### src/hdl/psrl_pkg.sv
// Shared types and constants for the per-source SYN rate limiter.
`timescale 1ns / 1ps

package psrl_pkg;

  localparam int AddrW  = 32;
  localparam int HitsW  = 16;
  localparam int TicksW = 32;
  localparam int CfgW   = 32;
  localparam int CfgIdxW = 2;

  localparam logic [CfgIdxW-1:0] CFG_HIT_LIMIT     = 2'd0;
  localparam logic [CfgIdxW-1:0] CFG_WINDOW_TICKS  = 2'd1;
  localparam logic [CfgIdxW-1:0] CFG_BACKOFF_TICKS = 2'd2;

  localparam logic [HitsW-1:0]  HIT_LIMIT_RST     = 16'd10;
  localparam logic [TicksW-1:0] WINDOW_TICKS_RST  = 32'd1000;
  localparam logic [TicksW-1:0] BACKOFF_TICKS_RST = 32'd100;

  localparam logic [1:0] VERDICT_PASS       = 2'd0;
  localparam logic [1:0] VERDICT_OVER_LIMIT = 2'd1;
  localparam logic [1:0] VERDICT_BACKOFF    = 2'd2;
  localparam logic [1:0] VERDICT_FULL       = 2'd3;

  localparam logic MODE_SYN  = 1'b0;
  localparam logic MODE_TICK = 1'b1;

  typedef struct packed {
    logic              valid;
    logic [AddrW-1:0]  addr;
    logic [HitsW-1:0]  hits;
    logic [TicksW-1:0] ticks;
  } entry_t;

  typedef struct packed {
    logic              shift_en;
    logic              match_en;
    logic              tick_en;
    logic              incr_en;
    logic [AddrW-1:0]  addr;
    logic [HitsW-1:0]  hit_limit;
    logic [TicksW-1:0] window;
  } ctl_t;

endpackage

### src/hdl/psrl_cell.sv
// One table cell: holds a tracked source and hands it down the chain to fill holes.
`timescale 1ns / 1ps

module psrl_cell
  import psrl_pkg::*;
(
  input  logic   clk_i,
  input  logic   rst_ni,
  input  ctl_t   ctl_i,
  input  entry_t up_i,
  input  logic   down_valid_i,
  output entry_t ent_o,
  output logic   hit_o,
  output logic   over_o
);

  entry_t ent_q, ent_d;
  logic   match_q, over_q;

  always_comb begin
    ent_d = ent_q;
    if (ctl_i.tick_en) begin
      if (ent_q.valid) begin
        if (ent_q.ticks > TicksW'(1)) begin
          ent_d.ticks = ent_q.ticks - TicksW'(1);
        end else if (ent_q.hits == '0) begin
          ent_d.valid = 1'b0;
        end else begin
          ent_d.hits  = '0;
          ent_d.ticks = ctl_i.window;
        end
      end
    end else if (ctl_i.incr_en) begin
      if (match_q) begin
        ent_d.hits = ent_q.hits + HitsW'(1);
      end
    end else if (ctl_i.shift_en) begin
      if (!ent_q.valid && up_i.valid) begin
        ent_d = up_i;
      end else if (ent_q.valid && !down_valid_i) begin
        ent_d.valid = 1'b0;
      end
    end
  end

  always_ff @(posedge clk_i or negedge rst_ni) begin
    if (!rst_ni) begin
      ent_q.valid <= 1'b0;
      match_q     <= 1'b0;
      over_q      <= 1'b0;
    end else begin
      ent_q <= ent_d;
      if (ctl_i.match_en) begin
        match_q <= ent_q.valid && (ent_q.addr == ctl_i.addr);
        over_q  <= ent_q.hits >= ctl_i.hit_limit;
      end
    end
  end

  assign ent_o  = ent_q;
  assign hit_o  = match_q;
  assign over_o = match_q & over_q;

endmodule

### config.mk
export PLATFORM = sky130hd
export DESIGN_NAME = psrl_cell
export DESIGN_NICKNAME = d
export VERILOG_FILES = /design/src/hdl/psrl_pkg.sv /design/src/hdl/psrl_cell.sv
export SDC_FILE = /design/constraint.sdc
export NUM_CORES = 1
export LEC_CHECK = 0
export BUFFER_PORTS_ARGS = -buffer_cell sky130_fd_sc_hd__clkbuf_2
export CELL_PAD_IN_SITES_DETAIL_PLACEMENT = 2
export CELL_PAD_IN_SITES_GLOBAL_PLACEMENT = 2
export CORE_MARGIN = 10
export CORE_UTILIZATION = 30
export DETAILED_ROUTE_END_ITERATION = 16
export PLACE_DENSITY = 0.83
export SYNTH_ARGS = -nofsm -noshare
export SYNTH_HDL_FRONTEND = slang
export SYNTH_SLANG_ARGS = --single-unit
### constraint.sdc
create_clock -name clk_i -period 6.9 [get_ports clk_i]
set_input_delay 1.38 -clock clk_i [delete_from_list [all_inputs] [get_ports clk_i]]
set_output_delay 1.38 -clock clk_i [all_outputs]
set_load 0.02 [all_outputs]
==> load_flow_metrics.sql <==
INSERT INTO impl_metrics (metric_group, metric, value, unit) VALUES
('route', 'detailroute.wirelength.met2', '11200', 'um'),
('synth', 'main_combinational_cell_family_by_area_after_synthesis', 'simple AND/OR/NAND/NOR gates', ''),
('synth', 'synth-edff-count', '80', ''),
('power', 'worst_ir_drop_vdd', '121', 'uV'),
('timing', 'grt_setup_unrepaired', 'no', ''),
('run_status', 'run_status', 'finished clean', ''),
('route', 'wirelength_met1', '7870', 'um'),
('timing', 'clock.fmax', '0.263', 'GHz'),
('floorplanning', 'die-height', '151', 'um'),
('setup_path', 'crit_path_max_fanout', '32', ''),
('route', 'route.detailed.drc', '0', ''),
('timing', 'timing_hold_violations_final', '0', ''),
('synth', 'synth_xor_area_share', '12.5', '%'),
('synth', 'synth_sequential_area_ratio', '48.2', '%'),
('global_route', 'grt_antenna_before_repair', '1', ''),
('synth', 'netlist_area_before_placement', '5130', 'um2'),
('setup_path', 'worstPathRequired', '6.86', 'ns'),
('run', 'maxCapViolCount', '0', ''),
('clock_tree', 'tritoncts', 'yes', ''),
('global_route', 'grt_pass1_wl', '31700', 'um'),
('floorplanning', 'floorplan.core_area', '16700', 'um2'),
('clock_tree', 'post-cts-setup-buffers', '0', ''),
('final_layout', 'layout_overhead_on_the_synthesized_area', '35.0', '%'),
('placed_design', 'detailed_placement_wirelength_estimate', '17100', 'um'),
('timing', 'finalWorstSetupSlack', '3.10', 'ns'),
('floorplanning', 'floorplan.initialDensity', '30.7', '%'),
('final_layout', 'fin_util', '41.5', '%'),
('synth', 'post_synth_mux_area_share', '0.195', '%'),
('route', 'drt_wl_cell', '22.6', 'um'),
('route', 'top_signal_layer_used', 'met4', ''),
('synth', 'ys.warnings.count', '0', ''),
('synth', 'compound_gate_fraction_of_synth_area', '13.8', '%'),
('clock_tree', 'worst_setup_hold_path_clk_slew', '0.07', 'ns'),
('synth', 'post-synth-top-count-cell', 'edfxtp_1', ''),
('clock_tree', 'h_tree_levels', '3', ''),
('timing', 'report.final.setup_viol', '0', ''),
('min_path', 'hold_path_stages', '2', ''),
('route', 'drt.antenna.violating_nets', '0', ''),
('power', 'p_switching', '347', 'uW'),
('route', 'wirelength', '21000', 'um'),
('route', 'route.met3.wl', '1390', 'um'),
('floorplanning', 'die_x', '151', 'um'),
('placed_design', 'dpl_worst_slack', '2.72', 'ns'),
('route', 'detailedRoute.firstIterationViolations', '190', ''),
('clock_tree', 'cts_hold_buffers', '0', ''),
('synth', 'syn-mean-instance-area', '11.3', 'um2'),
('floorplanning', 'ioPinCount', '251', ''),
('synth', 'syn-instance-count', '453', ''),
('timing', 'finalClockSkew', '0.00992', 'ns'),
('placed_design', 'place.gp.congestion', '0.755', ''),
('timing', 'least_margin_pin_slew', '1.16', 'ns'),
('setup_path', 'cp_startpoint_kind', 'input port', ''),
('synth', 'ys_top_cells_by_area', 'edfxtp_1, xnor2_1, xor2_1', ''),
('synth', 'synth-seq-cells', '83', ''),
('setup_path', 'arrival', '3.76', 'ns'),
('global_route', 'vias_in_the_first_global_route', '5461', ''),
('global_route', 'grt_start_max_net_pins', '33', ''),
('route', 'detailedRoute.firstPassIterationCount', '5', ''),
('synth', 'net_count_after_synthesis', '641', ''),
('global_route', 'track_usage', '18.0', '%'),
('synth', 'leading_post_synthesis_cells_by_instance_count', 'edfxtp_1, xnor2_1, xor2_1', ''),
('synth', 'async_flop_share', '3.61', '%'),
('synth', 'synth_ff_type', 'edfxtp_1', ''),
('power', 'power.share.clock', '39.8', '%'),
('global_route', 'globalRoute.totalOverflow', '0', ''),
('min_path', 'path_type_of_the_worst_min_delay_path', 'register to register', ''),
('power', 'pwr-share-seq', '46.4', '%'),
('power', 'power_report.internal_total', '939', 'uW'),
('placed_design', 'place.port_buffers', '250', ''),
('final_layout', 'fin_nets', '890', ''),
('floorplanning', 'floorplan.rows', '47', '');
==> worst max-delay path, cell delays in order <==
cell and delay (ns):
clkbuf_2 0.21, nor4_4 0.88, o21ai_0 0.34, a21oi_4 0.94
==> cells by family (layout without fill, tap and decap cells) <==
kind of cell	count (synthesis)	after routing
AND/OR/NAND/NOR	127	127
AO/OA/AOI/OAI	108	108
flip-flops	83	83
XOR/XNOR	73	73
buffers and inverters	41	295
adder cells (fa/ha/maj)	20	20
multiplexers	1	1
other	0	1
==> sequential cells by signal, indices dropped and copies added, names as in the netlist <==
signal,cells
hit_o,1
ent_o,81
over_q,1
==> path summary, 6_finish.rpt <==
kind,endpoint,start,slack (ns)
min in group asynchronous,hit_o,rst_ni,0.84
worst max-delay path,ent_o[30],ctl_i[81],3.10
worst min register to register,hit_o,hit_o,0.62
worst max register to register,ent_o[30],ent_o[80],3.88
worst min-delay path,hit_o,hit_o,0.62
max in group asynchronous,ent_o[80],rst_ni,5.92
==> layout make-up <==
cell class                 count  area (um2)
antenna                        1        2.50
clock buffer                   9         225
clock inverter                 7        82.6
fill                        1876        9770
inverter                      25        93.8
multi-input combinational    329        2500
sequential                    83        2480
tap                          220         275
timing repair buffer         254        1280
==> metal layers <==
metal	vias up	global-route usage [%]
li1	2213	-
met1	2334	19.3
met2	156	32.5
met3	29	5.37
met4	0	6.93
met5	-	0
==> power by group through the flow <==
stage,clock network [uW],logic [uW],registers [uW]
after floorplan,0,69.1,619
after global placement,0,168,607
after detailed placement,0,179,609
after CTS,522,181,598
after global routing,542,195,600
final,512,177,597
==> layout by cell type, fill, tap and decap left out, drive strengths merged, types with 7 or more instances in the layout <==
cell type  synthesis  final
nand2             29     29
clkbuf            10    259
a21o               7      7
xor2              30     30
o21ai             48     48
xnor2             43     43
inv               25     28
nor3              14     14
a22oi             28     28
nor4              26     26
nor2              14     14
edfxtp            80     80
ha                20     20
nand4              7      7
a21oi              9      9
==> through the flow <==
stage	std cells	total power, uW	instance area [um2]	hold WS (ns)
finish	928	1290	6930	0.620
detailed placement	911	787	6620	0.621
global placement	911	775	6620	0.592
floorplan	453	688	5130	0.566
global route	928	1340	6930	0.679
CTS	927	1300	6930	0.632
Power figures use the tool's default switching activity.
