===== src/hdl/psrl_count_tree.sv =====
// Registered adder tree that counts the valid cells of the chain.
`timescale 1ns / 1ps

module psrl_count_tree #(
  parameter int ENTRIES = 256,
  localparam int CntW   = $clog2(ENTRIES + 1)
) (
  input  logic               clk_i,
  input  logic [ENTRIES-1:0] valid_i,
  output logic [CntW-1:0]    count_o
);

  localparam int Nodes = ENTRIES - 1;

  logic [CntW-1:0] node_q [Nodes];

  for (genvar n = 0; n < Nodes; n++) begin : g_node
    localparam int Lc = 2 * n + 1;
    localparam int Rc = 2 * n + 2;
    logic [CntW-1:0] lv, rv;

    if (Lc < Nodes) begin : g_l_node
      assign lv = node_q[Lc];
    end else begin : g_l_leaf
      assign lv = CntW'(valid_i[Lc-Nodes]);
    end

    if (Rc < Nodes) begin : g_r_node
      assign rv = node_q[Rc];
    end else begin : g_r_leaf
      assign rv = CntW'(valid_i[Rc-Nodes]);
    end

    always_ff @(posedge clk_i) begin
      node_q[n] <= lv + rv;
    end
  end

  assign count_o = node_q[0];

endmodule


===== config.mk =====
export PLATFORM = sky130hd
export DESIGN_NAME = psrl_count_tree
export DESIGN_NICKNAME = d
export VERILOG_FILES = /design/src/hdl/psrl_count_tree.sv
export SDC_FILE = /design/constraint.sdc
export NUM_CORES = 1
export LEC_CHECK = 0
export CORE_UTILIZATION = 35
export CTS_BUF_LIST = sky130_fd_sc_hd__clkbuf_16
export CTS_CLUSTER_SIZE = 16
export DETAILED_ROUTE_END_ITERATION = 12
export DONT_BUFFER_PORTS = 1
export PLACE_DENSITY = 0.49
export SYNTH_ARGS = -nofsm -noshare
export SYNTH_HDL_FRONTEND = slang
export SYNTH_SLANG_ARGS = --single-unit

===== constraint.sdc =====
create_clock -name clk_i -period 2.4 [get_ports clk_i]
set_input_delay 0.48 -clock clk_i [delete_from_list [all_inputs] [get_ports clk_i]]
set_output_delay 0.48 -clock clk_i [all_outputs]
set_load 0.005 [all_outputs]

==> results of run 1 <==
## repair_timing
| item | 4_1_cts | 5_1_grt |
|---|---|---|
| setup buffers | 0 | 0 |
| hold buffers | 367 | 3 |
| hold endpoints to repair | 245 | 3 |
## cells by family after synthesis
logic type | Yosys count
AO/OA/AOI/OAI | 216
adder cells (fa/ha/maj) | 565
flip-flops | 757
XOR/XNOR | 118
multiplexers | 1
buffers and inverters | 537
AND/OR/NAND/NOR | 63
## synth_stat cells
| cell type | number |
|---|---|
| nor2_1 | 5 |
| o21ai_0 | 26 |
| nand3b_1 | 1 |
| a21oi_2 | 2 |
| o21a_1 | 1 |
| a221oi_1 | 1 |
| o22ai_1 | 1 |
| a31o_1 | 2 |
| mux2i_1 | 1 |
| inv_1 | 537 |
| o21ai_1 | 1 |
| dfxtp_1 | 757 |
| nor3_1 | 2 |
| o21bai_1 | 8 |
| or3_1 | 3 |
| a21oi_1 | 52 |
| nand2b_1 | 23 |
| fa_1 | 127 |
| a21boi_0 | 2 |
| nand2_1 | 4 |
| nor2b_1 | 24 |
| ha_1 | 438 |
| nor4_1 | 1 |
| xor2_1 | 14 |
| a21o_1 | 120 |
| xnor2_1 | 104 |
## where the power goes
group	switching [mW]	internal (mW)	total [mW]	leakage (nW)
registers	1.42	16.1	17.5	6.34
logic	5.93	6.23	12.2	10.1
clock network	5.16	7.17	12.3	1.35
total	12.5	29.5	42.0	17.8
## worst max-delay path, cell delays in order (launching register included)
cell	delay (ns)
dfxtp_1	0.31
ha_1	0.17
inv_1	0.06
fa_1	0.41
nor2b_1	0.13
o21ai_0	0.11
a21boi_0	0.30
mux2i_1	0.22
nand2_1	0.06
## cell type report
class,instances,area [sq um],share of cell area
Tap cell,1050,1314,0.03678
Timing Repair Buffer,370,3704,0.1037
Inverter,537,2016,0.05643
Clock inverter,71,565.5,0.01583
Multi-Input combinational cell,963,10870,0.3042
Clock buffer,84,2102,0.05885
Sequential cell,757,15150,0.4243
## how the worst min path moves through the flow
stage / from / to / slack, ns / cells after the start
floorplan: node_q[0][18] / node_q[0][0] / 0.42 / 1
global placement: node_q[1][1116] / node_q[0][1125] / 0.43 / 1
detailed placement: node_q[1][1080] / node_q[0][1107] / 0.43 / 1
CTS: valid_i[191] / node_q[1][846] / 0.002 / 1
global route: valid_i[188] / node_q[1][837] / 0.001 / 1
finish: valid_i[176] / node_q[1][784] / 0.04 / 1
## through the flow
stage,instances,worst slack (ns)
3_3_place_gp,3307,0.5937
5_1_grt,3832,0.3544
3_5_place_dp,3307,0.5263
6_report,3832,0.5322
4_1_cts,3829,0.5189
2_1_floorplan,2257,0.6904
## routing by layer
| metal | share of wire | GRT usage | up-vias | wire length [microns] |
|---|---|---|---|---|
| li1 | - | - | 7933 | - |
| met1 | 0.43 | 0.1324 | 7080 | 19490 |
| met2 | 0.50 | 0.2134 | 234 | 22900 |
| met3 | 0.040 | 0.02840 | 103 | 1843 |
| met4 | 0.032 | 0.04372 | 0 | 1453 |
| met5 | 0 | 0 | - | 0 |
==> impl_metrics.tcl, run 1 <==
set metrics [dict create \
    status "completed" \
    dieArea_sq_mm 0.08124 \
    r2r_setup_slack_ns 0.53 \
    crit_start "node_q[0][45]" \
    layout_commonest_cell "dfxtp_1" \
    clockBufferDepth 3 \
    muxShareOfSynthArea 0.0003570 \
    postPlaceCellArea_sq_mm 0.02935 \
    rsz0062_at_grt "no" \
    max_freq_mhz 535.4 \
    finalPower_mw 42.02 \
    ys_seq_area_frac 0.5405 \
    hold_slack_ns 0.03937 \
    first_global_vias 17028 \
    synth_seq_cells 757 \
    max-slew-margin-rel 0.7928 \
    die_height_microns 285.0 \
    worstSetupPathType "flop to flop" \
    portBuffers 0 \
    wl_per_cell_microns 11.92 \
    synth_nets 3079 \
    critical_path.endpoint "node_q[0][24]" \
    reg_top3 "node_q x757" \
    ys_warn_count 0 \
    grt.total_usage 0.1175 \
    drive_gt1_frac 0.04709 \
    routed_wl_mm 45.69 \
    cts_made_buffers 84 \
    clock_sinks 757 \
    end_kind "flop" \
    synth_fa_ha_area_frac 0.2862 \
    area_growth_syn_to_layout_pct 27.41 \
    setup_viol 0 \
    start_kind "flop" \
    die_w_microns 285.0 \
    syn_inst 2257 \
    regMostFlops "node_q" \
    place.gp.congestion 0.7478 \
    setup_tns_ns 0 \
    yosys.area.top_type "dfxtp_1" \
    synthDominantCellAreaShare 0.5405 \
    crit_fanout 2 \
    tightest_slew_ns 0.3085 \
    path_clk_slew_ns 0.06 \
    antenna_left 0 \
    post-dp-hpwl_mm 31.39 \
    grt_pass1_wl_mm 77.69 \
    core_sq_mm 0.07913 \
    r2r_cells 8 \
    cts_resized 0 \
    synth-simple-area-share 0.01321 \
    drv_cap 0 \
    pin_count 266 \
    postLayoutCellArea_sq_mm 0.03572 \
    vdd_drop_max_v 0.0005390 \
    vias 15350 \
    cts_tree "yes" \
    synth_top_family_by_area "adder cells" \
    hold_violations 0 \
    netlist_top_cells_area "dfxtp_1 54%, ha_1 20%, fa_1 9.1%" \
    finish.utilization 0.4514 \
    final_cell_mix "757 x dfxtp_1, 550 x inv_1, 438 x ha_1" \
    h-tree-depth 3 \
    synth_xor_area_frac 0.03686 \
    row_count 103 \
    drtPass1Iterations 4 \
    postSynthAreaPerCell_sq_um 12.42 \
    finalCritPeriodShare 0.7783 \
    cp.required_ns 2.90 \
    maxSlewViolCount 0 \
    drt-initial-drc-count 278 \
    antenna_found_initial 2 \
    num-fill-cells 7173 \
    cts_root_buf "clkbuf_16" \
    vias_per_cell 4.006 \
    grt_overflow 0 \
    fin_crit_ns 1.868 \
    arrival_ns 2.37 \
    timing.rr.start "node_q[0][45]" \
    power_density_mw_per_mm2 1176 \
    clock_latency_ns 0.62 \
    fin_nets 3535 \
    synth.distinct_cells 26 \
    drc 0 \
    syn_area_sq_mm 0.02804 \
    p_leak_nw 17.79 \
    fin_skew_ns 0.01867 \
    synth_compound_area_frac 0.05097 \
    holdCritPathClass "primary input to flop" \
    largest_reg_flops 757 \
    rr_endpoint "node_q[0][24]" \
    grt_max_degree 15 \
    num_antenna_cells 0 \
    start_util 0.3543 \
]
No activity file was read; power rests on OpenSTA's default activity.
==> inputs of run 2 (changes only) <==
--- a/config.mk
+++ b/config.mk
@@ -5,12 +5,13 @@
 export SDC_FILE = /design/constraint.sdc
 export NUM_CORES = 1
 export LEC_CHECK = 0
+export ABC_AREA = 1
 export CORE_UTILIZATION = 35
 export CTS_BUF_LIST = sky130_fd_sc_hd__clkbuf_16
 export CTS_CLUSTER_SIZE = 16
 export DETAILED_ROUTE_END_ITERATION = 12
 export DONT_BUFFER_PORTS = 1
-export PLACE_DENSITY = 0.49
+export PLACE_DENSITY = 0.51
 export SYNTH_ARGS = -nofsm -noshare
 export SYNTH_HDL_FRONTEND = slang
 export SYNTH_SLANG_ARGS = --single-unit
==> constraint.sdc (replaced) <==
create_clock -name clk_i -period 1.5 [get_ports clk_i]
set_input_delay 0.3 -clock clk_i [delete_from_list [all_inputs] [get_ports clk_i]]
set_output_delay 0.3 -clock clk_i [all_outputs]
set_load 0.005 [all_outputs]
==> impl_metrics.tcl, run 2 <==
set metrics [dict create \
    cp_top_family "adder cells" \
    critical_path.most_common_cell "nand2_1" \
    setup_tns_ns 0 \
    antenna_found_initial 1 \
    antenna_left 0 \
    critical_path.endpoint "node_q[0][6]" \
    critical_path_buf_inv_count 0 \
    max_freq_mhz 710.3 \
    p_switching_mw 21.11 \
    synth-main-ff-cell "dfxtp_1" \
    cts_tree "yes" \
    syn_area_sq_mm 0.02826 \
    area_growth_syn_to_layout_pct 28.36 \
    cts_root_buf "clkbuf_16" \
    pin_count 266 \
    yosys.area.top_type "dfxtp_1" \
    start_kind "flop" \
    status "completed" \
    dieArea_sq_mm 0.08187 \
    cp_num_cells 8 \
    p_seq_frac 0.412 \
    regMostFlops "node_q" \
    crit_start "node_q[0][9]" \
    netlist_top_cells_area "dfxtp_1 54%, ha_1 19%, fa_1 9.0%" \
    finalPower_mw 68.53 \
    synthArstFlopShare 0 \
    synthDominantCellAreaShare 0.5363 \
    synth_seq_cells 757 \
    grt_pass1_wl_mm 79.85 \
    layout_commonest_cell "dfxtp_1" \
    crit_fanout 2 \
    vdd_drop_max_v 0.001004 \
    reg_top3 "node_q x757" \
    ys_seq_area_frac 0.5363 \
    path_clk_slew_ns 0.06 \
    drt-initial-drc-count 291 \
    maxSlewViolCount 0 \
    num-fill-cells 7169 \
    clockBufferDepth 3 \
    routed_wl_mm 46.50 \
    largest_reg_flops 757 \
    max-slew-margin-rel 0.8343 \
    cpPeakStageDelay_ns 0.37 \
    num_antenna_cells 0 \
    timing.rr.start "node_q[0][9]" \
    drv_cap 0 \
    arrival_ns 1.91 \
    rr_endpoint "node_q[0][6]" \
    power_density_mw_per_mm2 1890 \
    internal_power_mw 47.42 \
    slowest_stage "fa_2" \
    hold_slack_ns 0.3554 \
    start_util 0.3559 \
    comb_power_share 0.287 \
    cts_made_buffers 85 \
    h-tree-depth 3 \
    fin_nets 3738 \
    grt_overflow 0 \
    setup_viol 0 \
    row_count 103 \
    die_height_microns 286.1 \
    drive_gt1_frac 0.04622 \
    drc 0 \
    finalWorstSetupSlack_ns 0.09216 \
    final_cell_mix "757 x dfxtp_1, 579 x inv_1, 436 x ha_1" \
    yosysMostFrequentCell "dfxtp_1" \
    postSynthAreaPerCell_sq_um 11.56 \
    fin_crit_ns 1.408 \
    synth_nets 3266 \
    end_kind "flop" \
    holdCritPathClass "primary input to flop" \
    drtPass1Iterations 4 \
    synth.distinct_cells 18 \
    r2r_setup_slack_ns 0.09 \
    post-dp-hpwl_mm 32.11 \
    ys_warn_count 0 \
    synth.cells.most_frequent "757 x dfxtp_1, 563 x inv_1, 438 x ha_1" \
    grt_max_degree 15 \
    core_sq_mm 0.07939 \
    portBuffers 0 \
    pre_cts_slack_ns 0.02900 \
    tightest_slew_ns 0.2482 \
    p_sw_frac 0.3081 \
    die_w_microns 286.1 \
    hold_violations 0 \
    fin_skew_ns 0.01298 \
    rsz0062_at_grt "yes" \
    vias_per_cell 4.070 \
    place.gp.congestion 0.7738 \
    clock_sinks 757 \
    synth-edff-count 0 \
    first_global_vias 17930 \
    path_cells "ha_2 > fa_2 > nand2_2 > nand2_2 > nand3b_1 > nand2_1 > nand2_1 > nand2_1" \
    clock_latency_ns 0.63 \
    finalCritPeriodShare 0.9386 \
    cp.required_ns 2.00 \
    r2r_cells 8 \
    vias 16427 \
    syn_inst 2444 \
    clockPowerShare 0.301 \
    wl_per_cell_microns 11.52 \
    finish.utilization 0.4569 \
    worstSetupPathType "flop to flop" \
    grt.total_usage 0.1182 \
    p_leak_nw 17.75 \
]
run 2: cell types whose count changed in the layout (fill, tap and decap cells not counted), moves of 23 or more:
| cell | delta |
|---|---|
| xor2_1 | +32 |
| a21oi_1 | +56 |
| nand2_1 | +189 |
| nand3_1 | +90 |
| xnor2_1 | -45 |
| inv_1 | +29 |
| a21o_1 | -120 |
| nand2b_1 | -23 |
| nor2b_1 | -24 |
run 2: worst register-to-register path, cell delays in order, from the launching register on:
cell,delay [ns]
dfxtp_1,0.30
ha_2,0.19
fa_2,0.37
nand2_2,0.09
nand2_2,0.06
nand3b_1,0.10
nand2_1,0.07
nand2_1,0.06
nand2_1,0.06
run 2: routing by layer:
metal | part of all wire | global-route usage
met4 | 0.036 | 0.05040
met5 | 0 | 0
met3 | 0.038 | 0.02480
met1 | 0.42 | 0.1341
met2 | 0.50 | 0.2133
run 2: how the worst min path moves through the flow:
| stage | startpoint | endpoint | slack [ns] | cells after the start |
|---|---|---|---|---|
| detailed placement | valid_i[181] | node_q[1][801] | 0.42 | 1 |
| finish | valid_i[89] | node_q[1][388] | 0.36 | 2 |
| global route | valid_i[36] | node_q[1][154] | 0.33 | 2 |
| floorplan | node_q[0][18] | node_q[0][0] | 0.42 | 1 |
| global placement | valid_i[167] | node_q[1][738] | 0.42 | 1 |
| CTS | valid_i[39] | node_q[1][163] | 0.29 | 2 |
run 2: cells by family after synthesis:
kind of cell	Yosys count	share of synthesized area
DFF	757	0.5363
adders and majority gates	565	0.2839
buffers and inverters	563	0.07479
and+or+nand+nor	327	0.04924
AOI/OAI and AO/OA	127	0.02316
xor gates and xnor gates	105	0.03255
run 2: final cells by class:
type	count	area, sq um	area share
clock buffer	85	2127	0.05865
clock inverter	72	695.7	0.01918
inverter	563	2113	0.05827
multi-input combinational	1124	11010	0.3037
sequential	757	15150	0.4178
tap	1050	1314	0.03622
timing repair buffer	385	3851	0.1062
run 2: power by group through the flow:
stage	registers (mW)	clock network [mW]	logic [mW]
floorplan	27.8	0	14.3
global placement	28.7	0	18.5
detailed placement	28.7	0	18.9
CTS	28.4	21.4	20.1
global route	28.8	22.3	23.3
finish	28.2	20.6	19.7
run 2: repair_timing:
item                                   4_1_cts  5_1_grt
resized for setup                            0       13
endpoints found under the hold margin      256        0
setup buffers                                0        1
hold buffers                               384        0
setup endpoints to repair                    0        9
run 2: per-stage QoR:
step / cell area (sq um) / instances
global placement: 29570 / 3494
global route: 36270 / 4036
finish: 36270 / 4036
CTS: 36240 / 4035
detailed placement: 29570 / 3494
floorplan: 28260 / 2444
==> inputs of run 3 (changes only) <==
--- a/config.mk
+++ b/config.mk
@@ -7,7 +7,7 @@
 export LEC_CHECK = 0
 export ABC_AREA = 1
 export CORE_UTILIZATION = 35
-export CTS_BUF_LIST = sky130_fd_sc_hd__clkbuf_16
+export CTS_BUF_LIST = sky130_fd_sc_hd__clkbuf_4
 export CTS_CLUSTER_SIZE = 16
 export DETAILED_ROUTE_END_ITERATION = 12
 export DONT_BUFFER_PORTS = 1
==> impl_metrics.tcl, run 3 (synthesis gave the netlist of run 2 again) <==
set metrics [dict create \
    grt_overflow 0 \
    core_sq_mm 0.07939 \
    postLayoutCellArea_sq_mm 0.03722 \
    fin_nets 3983 \
    max-slew-margin-rel 0.6734 \
    worstSetupPathType "flop to output pin" \
    vdd_drop_max_v 0.0008317 \
    fin_skew_ns 0.05085 \
    drv_cap 0 \
    tightest_slew_ns 0.4900 \
    power_density_mw_per_mm2 1762 \
    reg_top3 "node_q x757" \
    largest_reg_flops 757 \
    num-fill-cells 7178 \
    internal_power_mw 44.41 \
    status "complete, but fails checks" \
    first_global_vias 19781 \
    cp.required_ns 1.20 \
    cts_made_buffers 201 \
    rsz0062_at_grt "yes" \
    violations "negative setup slack" \
    maxSlewViolCount 0 \
    comb_power_share 0.306 \
    clock_latency_ns 1.05 \
    antenna_left 0 \
    path_clk_slew_ns 0.06 \
    regMostFlops "node_q" \
    finalWorstSetupSlack_ns -0.1941 \
    crit_fanout 1 \
    pin_count 266 \
    area_growth_syn_to_layout_pct 31.72 \
    clock_sinks 757 \
    setup_viol 9 \
    p_sw_frac 0.3229 \
    max_freq_mhz 590.3 \
    p_leak_nw 18.49 \
    grt_pass1_wl_mm 86.82 \
    arrival_ns 1.39 \
    cts_root_buf "clkbuf_4" \
    finalPower_mw 65.59 \
    drive_gt1_frac 0.1024 \
    vias_per_cell 4.082 \
    p_switching_mw 21.18 \
    die_w_microns 286.1 \
    routed_wl_mm 50.91 \
    end_kind "output pin" \
    layout_commonest_cell "dfxtp_1" \
    min_from "node_q[1][540]" \
    crit_start "node_q[0][8]" \
    clockBufferDepth 3 \
    place.gp.congestion 0.7738 \
    clockPowerShare 0.262 \
    grt.total_usage 0.1309 \
    hold_violations 0 \
    dp.cells 3494 \
    fin_crit_ns 1.694 \
    start_util 0.3559 \
    die_height_microns 286.1 \
    holdCritPathClass "flop to flop" \
    start_kind "flop" \
    post-dp-hpwl_mm 32.11 \
    dieArea_sq_mm 0.08187 \
    multi_input_area_sq_mm 0.01104 \
    final_cell_mix "745 x dfxtp_1, 563 x inv_1, 512 x dlygate4sd3_1" \
    h-tree-depth 4 \
    fin_cells 4350 \
    drt-initial-drc-count 244 \
    portBuffers 0 \
    p_seq_frac 0.432 \
    drc 0 \
    seq_area_sq_mm 0.01518 \
    drtPass1Iterations 4 \
    wl_per_cell_microns 11.70 \
    cts_tree "yes" \
    vias 17756 \
    finalCritPeriodShare 1.129 \
    setup_tns_ns -1.458 \
    antenna_found_initial 5 \
    timing.rr.start "node_q[0][9]" \
    row_count 103 \
    grt_max_degree 17 \
    postPlaceCellArea_sq_mm 0.02957 \
]
## run 3: changes by cell type in the layout (fill, tap and decap cells not counted), sizes merged
cell and change:
diode +8, bufinv -10, dlygate4sd3 +128, clkinvlp -3
clkbuf +205, buf +1, inv -15
## run 3: through the flow
step           setup slack [ns]    util  hold slack [ns]
3_5_place_dp            0.02900  0.3725           0.4230
4_1_cts                 -0.3920  0.4677           0.2642
2_1_floorplan            0.1369       -           0.4200
3_3_place_gp            0.05942  0.3725           0.4223
5_1_grt                 -0.4034  0.4688           0.2783
6_report                -0.1941  0.4688           0.4270
## run 3: layer usage
metal	global-route usage	wire (microns)
met5	0	0
met4	0.06751	1506
met3	0.04189	2698
met2	0.2361	26430
met1	0.1348	20270
## run 3: cell type report
| type | count | share of cell area |
|---|---|---|
| well taps | 1050 | 0.03530 |
| flip-flops and latches | 757 | 0.4078 |
| multi-input cells | 1124 | 0.2966 |
| inverters | 563 | 0.05678 |
| clock buffers | 290 | 0.05850 |
| repair buffers | 514 | 0.1381 |
| clock inverters | 44 | 0.006421 |
| diodes | 8 | 0.0005379 |
## run 3: power groups by stage
| stage | Clock [mW] | Sequential (mW) | Combinational (mW) |
|---|---|---|---|
| 3_3_place_gp | 0 | 28.7 | 18.5 |
| 3_5_place_dp | 0 | 28.7 | 18.9 |
| 6_report | 17.2 | 28.3 | 20.1 |
| 4_1_cts | 18.1 | 28.4 | 20.4 |
| 2_1_floorplan | 0 | 27.8 | 14.3 |
| 5_1_grt | 19.3 | 28.9 | 23.7 |
## run 3: path summary, 6_finish.rpt
kind / endpoint / slack (ns) / depth (start not counted)
setup / recovery: count_o[8] / -0.19 / 0
hold reg to reg: node_q[0][837] / 0.43 / 1
hold / removal: node_q[0][837] / 0.43 / 1
setup reg to reg: node_q[0][6] / 0.08 / 8
## run 3: repair_timing
item                                    4_1_cts  5_1_grt
pin swaps                                     0       11
gates resized for setup                      12       19
endpoints found under the hold margin       256        0
buffers inserted                              0        2
endpoints found under the setup margin       10       17
hold buffers                                512        0
